===== src/hdl/lpf_pkg.sv =====
// ----------------------------------------------------------------------------
// Lookahead path follower package
// Shared types, codes and constants for the path follower and its CORDIC unit.
// ----------------------------------------------------------------------------
package lpf_pkg;

  localparam int IN_DATA_W  = 80;
  localparam int IN_USER_W  = 2;
  localparam int OUT_DATA_W = 64;
  localparam int OUT_USER_W = 2;
  localparam int CFG_ADDR_W = 3;
  localparam int CFG_DATA_W = 31;

  localparam int CORDIC_STEPS = 30;
  localparam int CX_W         = 36;
  localparam int CZ_W         = 33;

  localparam logic [18:0] TWO_PI_Q16  = 19'd411775;
  localparam logic [31:0] CORDIC_K_Q30 = 32'd652032874;
  localparam logic [30:0] ONE_Q30      = 31'h4000_0000;
  localparam logic [15:0] QUARTER_TURN = 16'd16384;

  typedef enum logic [1:0] {
    OP_START  = 2'd0,
    OP_APPEND = 2'd1,
    OP_POSE   = 2'd2,
    OP_CLEAR  = 2'd3
  } op_t;

  typedef enum logic [2:0] {
    CFG_LOOKAHEAD = 3'd0,
    CFG_GOAL_TOL  = 3'd1,
    CFG_MAX_LIN   = 3'd2,
    CFG_MAX_ANG   = 3'd3,
    CFG_LIN_GAIN  = 3'd4,
    CFG_ANG_GAIN  = 3'd5,
    CFG_TURN_THR  = 3'd6
  } cfg_idx_t;

  typedef enum logic [4:0] {
    ST_IDLE, ST_G2, ST_L2, ST_L2W, ST_RD, ST_DIFF, ST_SQX, ST_SQY, ST_SUM,
    ST_SQRT, ST_BSTART, ST_BWAIT, ST_RAD, ST_RADW, ST_ANG, ST_LIN,
    ST_CSTART, ST_CWAIT, ST_MULC, ST_FIN, ST_OUT
  } state_t;

  typedef struct packed {
    logic start;
    logic vec;
  } cordic_ctl_t;

  function automatic logic [31:0] atan_turn(input logic [4:0] i);
    logic [31:0] a;
    case (i)
      5'd0:  a = 32'h20000000;
      5'd1:  a = 32'h12E4051E;
      5'd2:  a = 32'h09FB385B;
      5'd3:  a = 32'h051111D4;
      5'd4:  a = 32'h028B0D43;
      5'd5:  a = 32'h0145D7E1;
      5'd6:  a = 32'h00A2F61E;
      5'd7:  a = 32'h00517C55;
      5'd8:  a = 32'h0028BE53;
      5'd9:  a = 32'h00145F2F;
      5'd10: a = 32'h000A2F98;
      5'd11: a = 32'h000517CC;
      5'd12: a = 32'h00028BE6;
      5'd13: a = 32'h000145F3;
      5'd14: a = 32'h0000A2FA;
      5'd15: a = 32'h0000517D;
      5'd16: a = 32'h000028BE;
      5'd17: a = 32'h0000145F;
      5'd18: a = 32'h00000A30;
      5'd19: a = 32'h00000518;
      5'd20: a = 32'h0000028C;
      5'd21: a = 32'h00000146;
      5'd22: a = 32'h000000A3;
      5'd23: a = 32'h00000051;
      5'd24: a = 32'h00000029;
      5'd25: a = 32'h00000014;
      5'd26: a = 32'h0000000A;
      5'd27: a = 32'h00000005;
      5'd28: a = 32'h00000003;
      5'd29: a = 32'h00000001;
      default: a = 32'h0;
    endcase
    return a;
  endfunction

endpackage


===== src/hdl/lpf_cordic.sv =====
// ----------------------------------------------------------------------------
// Iterative CORDIC unit
// One micro-rotation per cycle, vectoring or rotation mode, 30 steps.
// ----------------------------------------------------------------------------
module lpf_cordic (
  input  logic                                clk,
  input  logic                                rst_n,
  input  lpf_pkg::cordic_ctl_t                ctl,
  input  logic signed [lpf_pkg::CX_W-1:0]     x_in,
  input  logic signed [lpf_pkg::CX_W-1:0]     y_in,
  input  logic signed [lpf_pkg::CZ_W-1:0]     z_in,
  output logic                                busy,
  output logic signed [lpf_pkg::CX_W-1:0]     x_out,
  output logic signed [lpf_pkg::CZ_W-1:0]     z_out
);
  import lpf_pkg::*;

  logic signed [CX_W-1:0] x_r, y_r, x_nxt, y_nxt, xs, ys;
  logic signed [CZ_W-1:0] z_r, z_nxt, a;
  logic [4:0]             step_r;
  logic                   busy_r, vec_r, plus;

  always_comb begin
    xs = x_r >>> step_r;
    ys = y_r >>> step_r;
    a  = $signed({1'b0, atan_turn(step_r)});
    plus = vec_r ? ~y_r[CX_W-1] : z_r[CZ_W-1];
    if (plus) begin
      x_nxt = x_r + ys;
      y_nxt = y_r - xs;
      z_nxt = z_r + a;
    end else begin
      x_nxt = x_r - ys;
      y_nxt = y_r + xs;
      z_nxt = z_r - a;
    end
  end

  always_ff @(posedge clk) begin
    if (!rst_n) begin
      busy_r <= 1'b0;
      step_r <= '0;
      vec_r  <= 1'b0;
    end else if (ctl.start) begin
      busy_r <= 1'b1;
      step_r <= '0;
      vec_r  <= ctl.vec;
      x_r    <= x_in;
      y_r    <= y_in;
      z_r    <= z_in;
    end else if (busy_r) begin
      x_r    <= x_nxt;
      y_r    <= y_nxt;
      z_r    <= z_nxt;
      step_r <= step_r + 5'd1;
      if (step_r == 5'(CORDIC_STEPS - 1)) begin
        busy_r <= 1'b0;
      end
    end
  end

  assign busy  = busy_r;
  assign x_out = x_r;
  assign z_out = z_r;

endmodule


===== config.mk =====
export PLATFORM = sky130hd
export DESIGN_NAME = lpf_cordic
export DESIGN_NICKNAME = d
export VERILOG_FILES = /design/src/hdl/lpf_pkg.sv /design/src/hdl/lpf_cordic.sv
export SDC_FILE = /design/constraint.sdc
export NUM_CORES = 1
export LEC_CHECK = 0
export ABC_CLOCK_PERIOD_IN_PS = 6900
export BUFFER_PORTS_ARGS = -buffer_cell sky130_fd_sc_hd__buf_2
export CORE_ASPECT_RATIO = 1.25
export CORE_MARGIN = 5
export CORE_UTILIZATION = 40
export CTS_CLUSTER_SIZE = 28
export DETAILED_ROUTE_END_ITERATION = 10
export GPL_ROUTABILITY_DRIVEN = 1
export HOLD_SLACK_MARGIN = 0.03
export MAX_ROUTING_LAYER = met4
export SYNTH_ARGS = -nofsm -noshare
export SYNTH_HDL_FRONTEND = slang
export SYNTH_SLANG_ARGS = --single-unit
export TNS_END_PERCENT = 10

===== constraint.sdc =====
create_clock -name clk -period 6.9 [get_ports clk]
set_input_delay 0.345 -clock clk [delete_from_list [all_inputs] [get_ports clk]]
set_output_delay 0.345 -clock clk [all_outputs]
set_load 0.05 [all_outputs]

==> reports/qor.yml, run 1 <==
synth_top_area_share_pct: 16.7
layout-drive-gt1-share_pct: 23.9
p_comb_share_pct: 67.9
slew_headroom_pct: 24.1
finalHoldViolCount: 0
drc: 1
synth.area.top_cells: "edfxtp_1 (17%), mux4_2 (7.9%), ha_1 (7.6%), o21ai_0 (5.4%), nand2_1 (5.4%)"
r2r_setup_slack_ns: 0.37
layout.cells.non_filler: 3192
setup_tns_ns: 0
dp_hpwl_mm: 63.9
num-nets-final: 2768
synth.net_count: 2477
cts_tree: "built"
yosys.cell_types.count: 110
r2r-end: "y_r[35]"
routedWlPerCell_um: 25.4
outcome: "finished with violations"
async_reset_ff_share_pct: 0
worstSetupPathType: "register to register"
rsz0062_at_grt: "false"
cp.required_ns: 7.10
initial_utilization_pct: 40.2
die_h_um: 253
drv_slew: 0
clock_power_share_pct: 13.0
io_pins: 179
setup-violations-final: 0
power.share.sequential_pct: 19.0
synth_edf_count: 105
crit_chain: "mux4_2 > mux2i_2 > o22ai_1 > nor3_1 > ha_1 > nand3_1 > or4_4 > o21ai_0 > xnor2_1 > ha_1 > and3_1 > a311oi_1 > buf_4 > nand3_1 > a311o_1 > a41oi_1 > o21ai_0 > o41ai_1 > xnor2_1 > o21ai_1"
ant_nets: 0
numPlacedInstances: 3160
first_pass_iters: 9
power_density_nw_per_um2: 355
grt_pass1_vias: 19800
clk_latency_ns: 0.49
avgSynthCellArea_um2: 8.39
cts-buffers-inserted: 17
finalHoldWorstSlack_ns: 0.132
hold_class: "input port to register"
cts_hold_buf: 0
critPathMaxFanout: 36
die-area_um2: 51700
cts.clk_slew.worst_paths_ns: 0.09
cts.repair.resized: 0
path_buf_inv: 1
rows: 89
ys.flop_type: "edfxtp_1"
drt-initial-drc-count: 1787
synth-seq-area-share_pct: 20.6
cp-start-kind: "register"
worstMarginPinSlew_ns: 1.12
cpLargestDelayFamily: "compound AO/OA/AOI/OAI gates"
grt_pass1_wl_mm: 120
critPathArrivalTime_ns: 6.73
violations: "DRC"
post_cts.repair.setup_buffers: 0
crit_path_end: "y_r[35]"
port_buffers: 178
yosysMostFrequentCell: "nand2_1"
antenna_cells: 0
max_cap_viol_count: 0
ys_warn_count: 0
antenna_found_initial: 0
synth_top_cell_by_area: "edfxtp_1"
drt-total-wl_mm: 81.0
ys_top_cells_by_count: "nand2_1 (271), o21ai_0 (205), nor2_1 (147)"
cts_root_buffer: "clkbuf_16"
p_sw_mw: 3.90
period_share_pct: 94.6
reg2reg_from: "step_r[1]"
min_period_ns: 6.53
die_w_um: 204
max_clock_freq_mhz: 153
syn-cell-area_um2: 18900
netSwitchingFraction_pct: 49.3
critPathMaxStageDelay_ns: 0.73
critPathCaptureType: "register"
grt_overflow: 0
clock_skew_ns: 0.0178
p_int_mw: 4.01
gp_congestion: 1.02
area_delta_synth_final_pct: 18.1
crit_start: "step_r[1]"
vdd_drop_max_v: 0.000208
h-tree-depth: 4
cts_sinks: 142
cp_slowest_cell: "dfxtp_4"
core_area_um2: 47000
leakagePower_nw: 9.05
grt_usage_pct: 31.3
grt_max_degree: 97
ys_ff_latch: 142
rr_worst_depth: 20
viasPerCell: 6.23
syn_inst: 2251
path_depth: 20
cts_buffer_depth: 2
vias: 19900
[layer usage]
metal,vias to the layer above,track usage [%],wire (um)
met1,9595,36.2,31200
met2,885,52.2,39500
met5,-,-,0
met4,0,18.0,5240
met3,278,3.93,5010
li1,9126,-,-
[how the worst min path moves through the flow]
stage,startpoint,slack (ns),endpoint,cells after the start
6_report,y_in[4],0.13,y_r[4],2
5_1_grt,ctl[0],0.13,vec_r,3
4_1_cts,y_in[4],0.11,y_r[4],2
3_5_place_dp,y_in[4],0.63,y_r[4],2
3_3_place_gp,ctl[0],0.61,vec_r,3
2_1_floorplan,rst_n,0.47,vec_r,1
[power groups by stage]
| stage | combinational (mW) | sequential [mW] | clock [mW] |
|---|---|---|---|
| final | 5.38 | 1.50 | 1.03 |
| after global routing | 5.85 | 1.51 | 1.09 |
| after CTS | 5.35 | 1.49 | 1.05 |
| after detailed placement | 5.31 | 1.50 | 0 |
| after global placement | 5.26 | 1.50 | 0 |
| after floorplan | 3.33 | 1.60 | 0 |
[sequential cells by signal, indices dropped and copies added (netlist names)]
register,count
z_out,33
x_out,36
y_r,36
a,30
vec_r,1
step_r,5
busy,1
[placed cells by master, fill, tap and decap left out, types with 21 or more instances in the layout]
cell type / count
nor2b_1: 21
xnor2_1: 99
inv_1: 48
o211ai_1: 26
xor2_1: 80
dfxtp_1: 32
mux2_2: 50
a31oi_1: 38
o21ai_0: 205
nand2_1: 271
nand3_1: 62
buf_2: 177
a211oi_1: 36
nor3_1: 46
o31ai_1: 35
nand2b_1: 32
o22ai_1: 27
nor2_1: 146
buf_4: 215
edfxtp_1: 105
mux2i_1: 72
ha_1: 114
a21o_1: 43
a21oi_1: 144
mux4_2: 66
[cell families after synthesis]
family	after synthesis	share of synthesized area, %
buffers and inverters	180	4.57
adders and majority gates	117	7.87
AOI/OAI and AO/OA	743	25.6
and+or+nand+nor	687	17.3
DFF	142	20.6
muxes	203	15.7
xor gates and xnor gates	179	8.31
[worst reg2reg max path, cell delays in order (launching register included)]
cell and delay, ns:
dfxtp_4 0.73, mux4_2 0.63, mux2i_2 0.29, o22ai_1 0.13
nor3_1 0.57, ha_1 0.34, nand3_1 0.11, or4_4 0.54
o21ai_0 0.23, xnor2_1 0.18, ha_1 0.32, and3_1 0.19
a311oi_1 0.27, buf_4 0.17, nand3_1 0.09, a311o_1 0.40
a41oi_1 0.29, o21ai_0 0.18, o41ai_1 0.34, xnor2_1 0.17
o21ai_1 0.07
[through the flow]
step	total power, mW	cell area [um^2]	util [%]	setup slack (ns)
finish	7.91	22300	47.4	0.375
global route	8.44	22300	47.4	0.00638
global placement	6.76	21700	46.1	0.513
floorplan	4.93	18900	-	1.12
detailed placement	6.82	21700	46.1	0.491
CTS	7.89	22300	47.4	0.439
[cell type report]
type,instances,area (um^2)
Inverter,55,206
Timing Repair Buffer,397,2590
Clock buffer,19,475
Tap cell,637,797
Fill cell,4695,24700
Multi-Input combinational cell,1929,14200
Sequential cell,142,3910
Clock inverter,13,154
Note: power is estimated with default switching activity, not from simulation.
==> run 2, diff against run 1 <==
==> constraint.sdc (replaced) <==
create_clock -name clk -period 6.9 [get_ports clk]
set_input_delay 1.725 -clock clk [delete_from_list [all_inputs] [get_ports clk]]
set_output_delay 1.725 -clock clk [all_outputs]
set_load 0.05 [all_outputs]
==> reports/qor.yml, run 2 (synthesized netlist as in run 1, its figures left out) <==
power_density_nw_per_um2: 354
period_share_pct: 94.2
grt_max_degree: 97
rr_worst_depth: 22
layout_common_cells: "nand2_1 (271), o21ai_0 (204), buf_4 (187)"
drt-total-wl_mm: 78.9
routedWlPerCell_um: 24.9
max_clock_freq_mhz: 154
rows: 89
num-nets-final: 2741
die_w_um: 204
cp.required_ns: 7.10
finalHoldWorstSlack_ns: 0.627
critPathCaptureType: "register"
h-tree-depth: 4
setup-violations-final: 0
critPathArrivalTime_ns: 6.70
antenna_cells: 0
critPathMaxFanout: 34
drt-initial-drc-count: 1684
dp_hpwl_mm: 61.9
finalHoldViolCount: 0
cp-start-kind: "register"
clk_latency_ns: 0.49
cts_root_buffer: "clkbuf_16"
final_common_cell: "nand2_1"
area_delta_synth_final_pct: 17.0
rsz0062_at_grt: "false"
cts_hold_buf: 0
hold_class: "register to register"
hold_end: "vec_r"
io_pins: 179
total_power_mw: 7.80
viasPerCell: 6.19
core_area_um2: 47000
reg2reg_from: "step_r[1]"
grt_usage_pct: 30.5
worstSetupPathType: "register to register"
vdd_drop_max_v: 0.000208
cts_buffer_depth: 2
leakagePower_nw: 8.90
drc: 0
cts_sinks: 142
worstMarginPinSlew_ns: 1.08
first_pass_iters: 5
gp_congestion: 1.08
vias: 19600
antenna_found_initial: 0
hold_start: "vec_r"
grt_pass1_vias: 19600
layout-drive-gt1-share_pct: 23.0
setup_tns_ns: 0
clock_skew_ns: 0.0151
max_cap_viol_count: 0
initial_utilization_pct: 40.2
fill_cells: 4728
worstHoldPathCells: 2
r2r_setup_slack_ns: 0.40
grt_pass1_wl_mm: 118
cts-buffers-inserted: 17
grt_overflow: 0
die_h_um: 253
cts.clk_slew.worst_paths_ns: 0.08
port_buffers: 178
drv_slew: 0
min_period_ns: 6.50
slew_headroom_pct: 27.6
outcome: "complete, no violations"
r2r-end: "x_out[35]"
cts_tree: "built"
ant_nets: 0
die-area_um2: 51700
run 2: changes by cell type in the layout (fill, tap and decap cells not counted), sizes merged:
cell    delta
inv        +1
clkbuf     -1
buf       -27
run 2: worst max-delay path: stages (launching register included):
cell       delay [ns]
dfxtp_4          0.70
buf_12           0.23
buf_4            0.24
nand2b_1         0.28
o22ai_1          0.12
a221oi_1         0.58
nor2_1           0.11
a2111oi_0        0.80
or4_1            0.36
nand2_1          0.10
xor2_1           0.16
ha_1             0.33
a21oi_1          0.24
o21ai_0          0.19
a211oi_1         0.30
buf_4            0.20
o21ai_0          0.18
nand3_1          0.16
a31oi_1          0.13
a211oi_1         0.36
nand2b_1         0.09
nor4_1           0.25
a221oi_2         0.06
run 2: cell type report:
| type | count | area [um^2] | area share (%) |
|---|---|---|---|
| Timing Repair Buffer | 370 | 2400 | 10.9 |
| Clock buffer | 18 | 450 | 2.04 |
| Inverter | 55 | 206 | 0.935 |
| Clock inverter | 14 | 161 | 0.731 |
| Multi-Input combinational cell | 1929 | 14200 | 64.1 |
| Tap cell | 637 | 797 | 3.61 |
| Sequential cell | 142 | 3910 | 17.7 |
run 2: routing by layer:
metal	GRT usage [%]	part of all wire (%)	up-vias
met1	34.6	39	9413
met2	52.3	49	882
li1	-	-	9070
met4	15.9	6.0	0
met3	4.12	5.8	234
met5	-	0	-
run 2: how the worst max path moves through the flow:
stage	slack, ns	to	from
2_1_floorplan	1.12	y_r[35]	step_r[0]
3_3_place_gp	0.56	x_out[35]	step_r[0]
3_5_place_dp	0.45	x_out[35]	step_r[0]
4_1_cts	0.41	x_out[35]	step_r[0]
5_1_grt	0.09	x_out[35]	step_r[0]
6_report	0.40	x_out[35]	step_r[1]
run 2: what timing repair did:
action | in CTS | in global routing
setup buffers | 0 | 0
endpoints found under the setup margin | 0 | 1
gates resized for setup | 0 | 1
run 2: where the power goes:
group          switching [mW]  internal (mW)  total, mW
registers               0.328           1.16       1.49
logic                    3.06           2.26       5.32
clock network           0.489          0.509      0.998
total                    3.87           3.93       7.80
run 2: metrics by stage:
| stage | worst slack [ns] | instances | util (%) | instance area (um^2) |
|---|---|---|---|---|
| 6_report | 0.398 | 3165 | 47.0 | 22100 |
| 5_1_grt | 0.0852 | 3165 | 47.0 | 22100 |
| 4_1_cts | 0.409 | 3165 | 47.0 | 22100 |
| 3_5_place_dp | 0.446 | 3133 | 45.7 | 21500 |
| 3_3_place_gp | 0.561 | 3133 | 45.7 | 21500 |
| 2_1_floorplan | 1.12 | 2251 | - | 18900 |
==> run 3, diff against run 2 <==
Settings changed: CORE_UTILIZATION 40 to 62, PLACE_DENSITY from default to 0.83, SLEW_MARGIN from default to 20.
==> reports/qor.yml, run 3 (synthesized netlist as in run 1, its figures left out) <==
slew_headroom_pct: 17.5
r2r-end: "x_out[35]"
cp.required_ns: 7.07
crit_chain: "buf_4 > mux4_2 > nand3_1 > o21ai_0 > a2111oi_4 > ha_1 > nand3_1 > or4_1 > o21ai_0 > xnor2_1 > ha_1 > a21oi_1 > nand2_1 > a211oi_1 > buf_4 > o21ai_0 > nand3_1 > a31oi_1 > a211oi_1 > nand2b_1 > nor4_1 > a221oi_2"
grt_usage_pct: 44.0
cts_hold_buf: 0
layout_common_cells: "nand2_1 (271), o21ai_0 (205), buf_2 (177)"
viasPerCell: 7.19
reg2reg_from: "step_r[0]"
rsz0062_at_grt: "false"
max_clock_freq_mhz: 152
grt_overflow: 0
cts_sinks: 142
hold_start: "vec_r"
port_buffers: 178
grt_max_degree: 118
hold_class: "register to register"
die_h_um: 205
first_pass_iters: 6
rows: 71
vias: 20400
routedWlPerCell_um: 26.9
grt_pass1_wl_mm: 114
ant_nets: 0
r2r_setup_slack_ns: 0.33
die-area_um2: 34100
critPathCaptureType: "register"
worstMarginPinSlew_ns: 1.22
cts_buffer_depth: 2
final_common_cell: "nand2_1"
setup-violations-final: 0
drv_slew: 0
vdd_drop_max_v: 0.000238
period_share_pct: 95.2
h-tree-depth: 4
power_density_nw_per_um2: 359
setup_tns_ns: 0
cts_root_buffer: "clkbuf_16"
dp_worst_setup_slack_ns: 0.210
rr_worst_depth: 22
max_cap_viol_count: 0
outcome: "complete, no violations"
fin_ws_ns: 0.334
cp_slowest_cell: "or4_1"
initial_utilization_pct: 62.7
hold_end: "vec_r"
critPathMaxStageDelay_ns: 0.71
cts_tree: "built"
drt-initial-drc-count: 2909
worstSetupPathType: "register to register"
cts.clk_slew.worst_paths_ns: 0.08
critPathArrivalTime_ns: 6.73
cp-start-kind: "register"
area_delta_synth_final_pct: 12.0
finalHoldViolCount: 0
clk_latency_ns: 0.46
clock_skew_ns: 0.0140
die_w_um: 166
gp_congestion: 1.17
num-nets-final: 2652
antenna_found_initial: 1
leakagePower_nw: 8.48
core_area_um2: 30100
min_period_ns: 6.57
drc: 0
drt-total-wl_mm: 76.5
critPathMaxFanout: 29
cts-buffers-inserted: 17
io_pins: 179
layout-drive-gt1-share_pct: 20.2
worstHoldPathCells: 2
dp_hpwl_mm: 57.4
grt_pass1_vias: 19800
run 3: report_power, final:
group / internal [mW] / switching (mW) / total [mW]
registers: 1.16 / 0.314 / 1.48
clock network: 0.493 / 0.506 / 0.999
logic: 2.01 / 3.10 / 5.11
run 3: final cells by class:
cell class	count	area (um^2)
diodes	1	2.50
clock buffers	17	425
clock inverters	15	184
fillers	2355	8980
inverters	55	206
multi-input cells	1929	14200
flip-flops and latches	142	3910
well taps	401	502
repair buffers	281	1750
run 3: worst max-delay path by stage:
stage	from	end	depth (start not counted)
after global routing	step_r[0]	x_out[34]	21
final	step_r[0]	x_out[35]	22
after detailed placement	step_r[1]	x_out[20]	21
after CTS	step_r[1]	x_out[35]	22
after global placement	step_r[1]	x_out[34]	21
after floorplan	step_r[0]	y_r[35]	26
run 3: stage by stage:
step | hold WS (ns) | instances | utilization, % | area, um^2 | power, mW
after CTS | 0.645 | 2838 | 70.0 | 21100 | 7.37
final | 0.637 | 2841 | 70.2 | 21100 | 7.58
after floorplan | 0.533 | 2251 | - | 18900 | 4.93
after detailed placement | 0.624 | 2806 | 68.0 | 20500 | 6.35
after global routing | 0.661 | 2841 | 70.2 | 21100 | 7.95
after global placement | 0.616 | 2806 | 68.0 | 20500 | 6.20
run 3: routing by layer:
metal,share of wire [%],global-route usage [%]
met1,34,49.7
met2,45,70.0
met3,11,8.20
met4,9.5,32.2
met5,0,-
run 3: worst max-delay path: cells and delay by family (launching register included):
kind                       cells  cell delay (ns)
AOI/OAI and AO/OA              9             2.10
buffers and inverters          2             0.54
and+or+nand+nor                7             1.62
muxes                          1             0.57
adders and majority gates      2             0.55
xor gates and xnor gates       1             0.17
DFF                            1             0.68
run 3: repair_timing:
item                       4_1_cts  5_1_grt
buffers inserted                 0        2
gates resized for setup          0        1
setup endpoints to repair        0       12
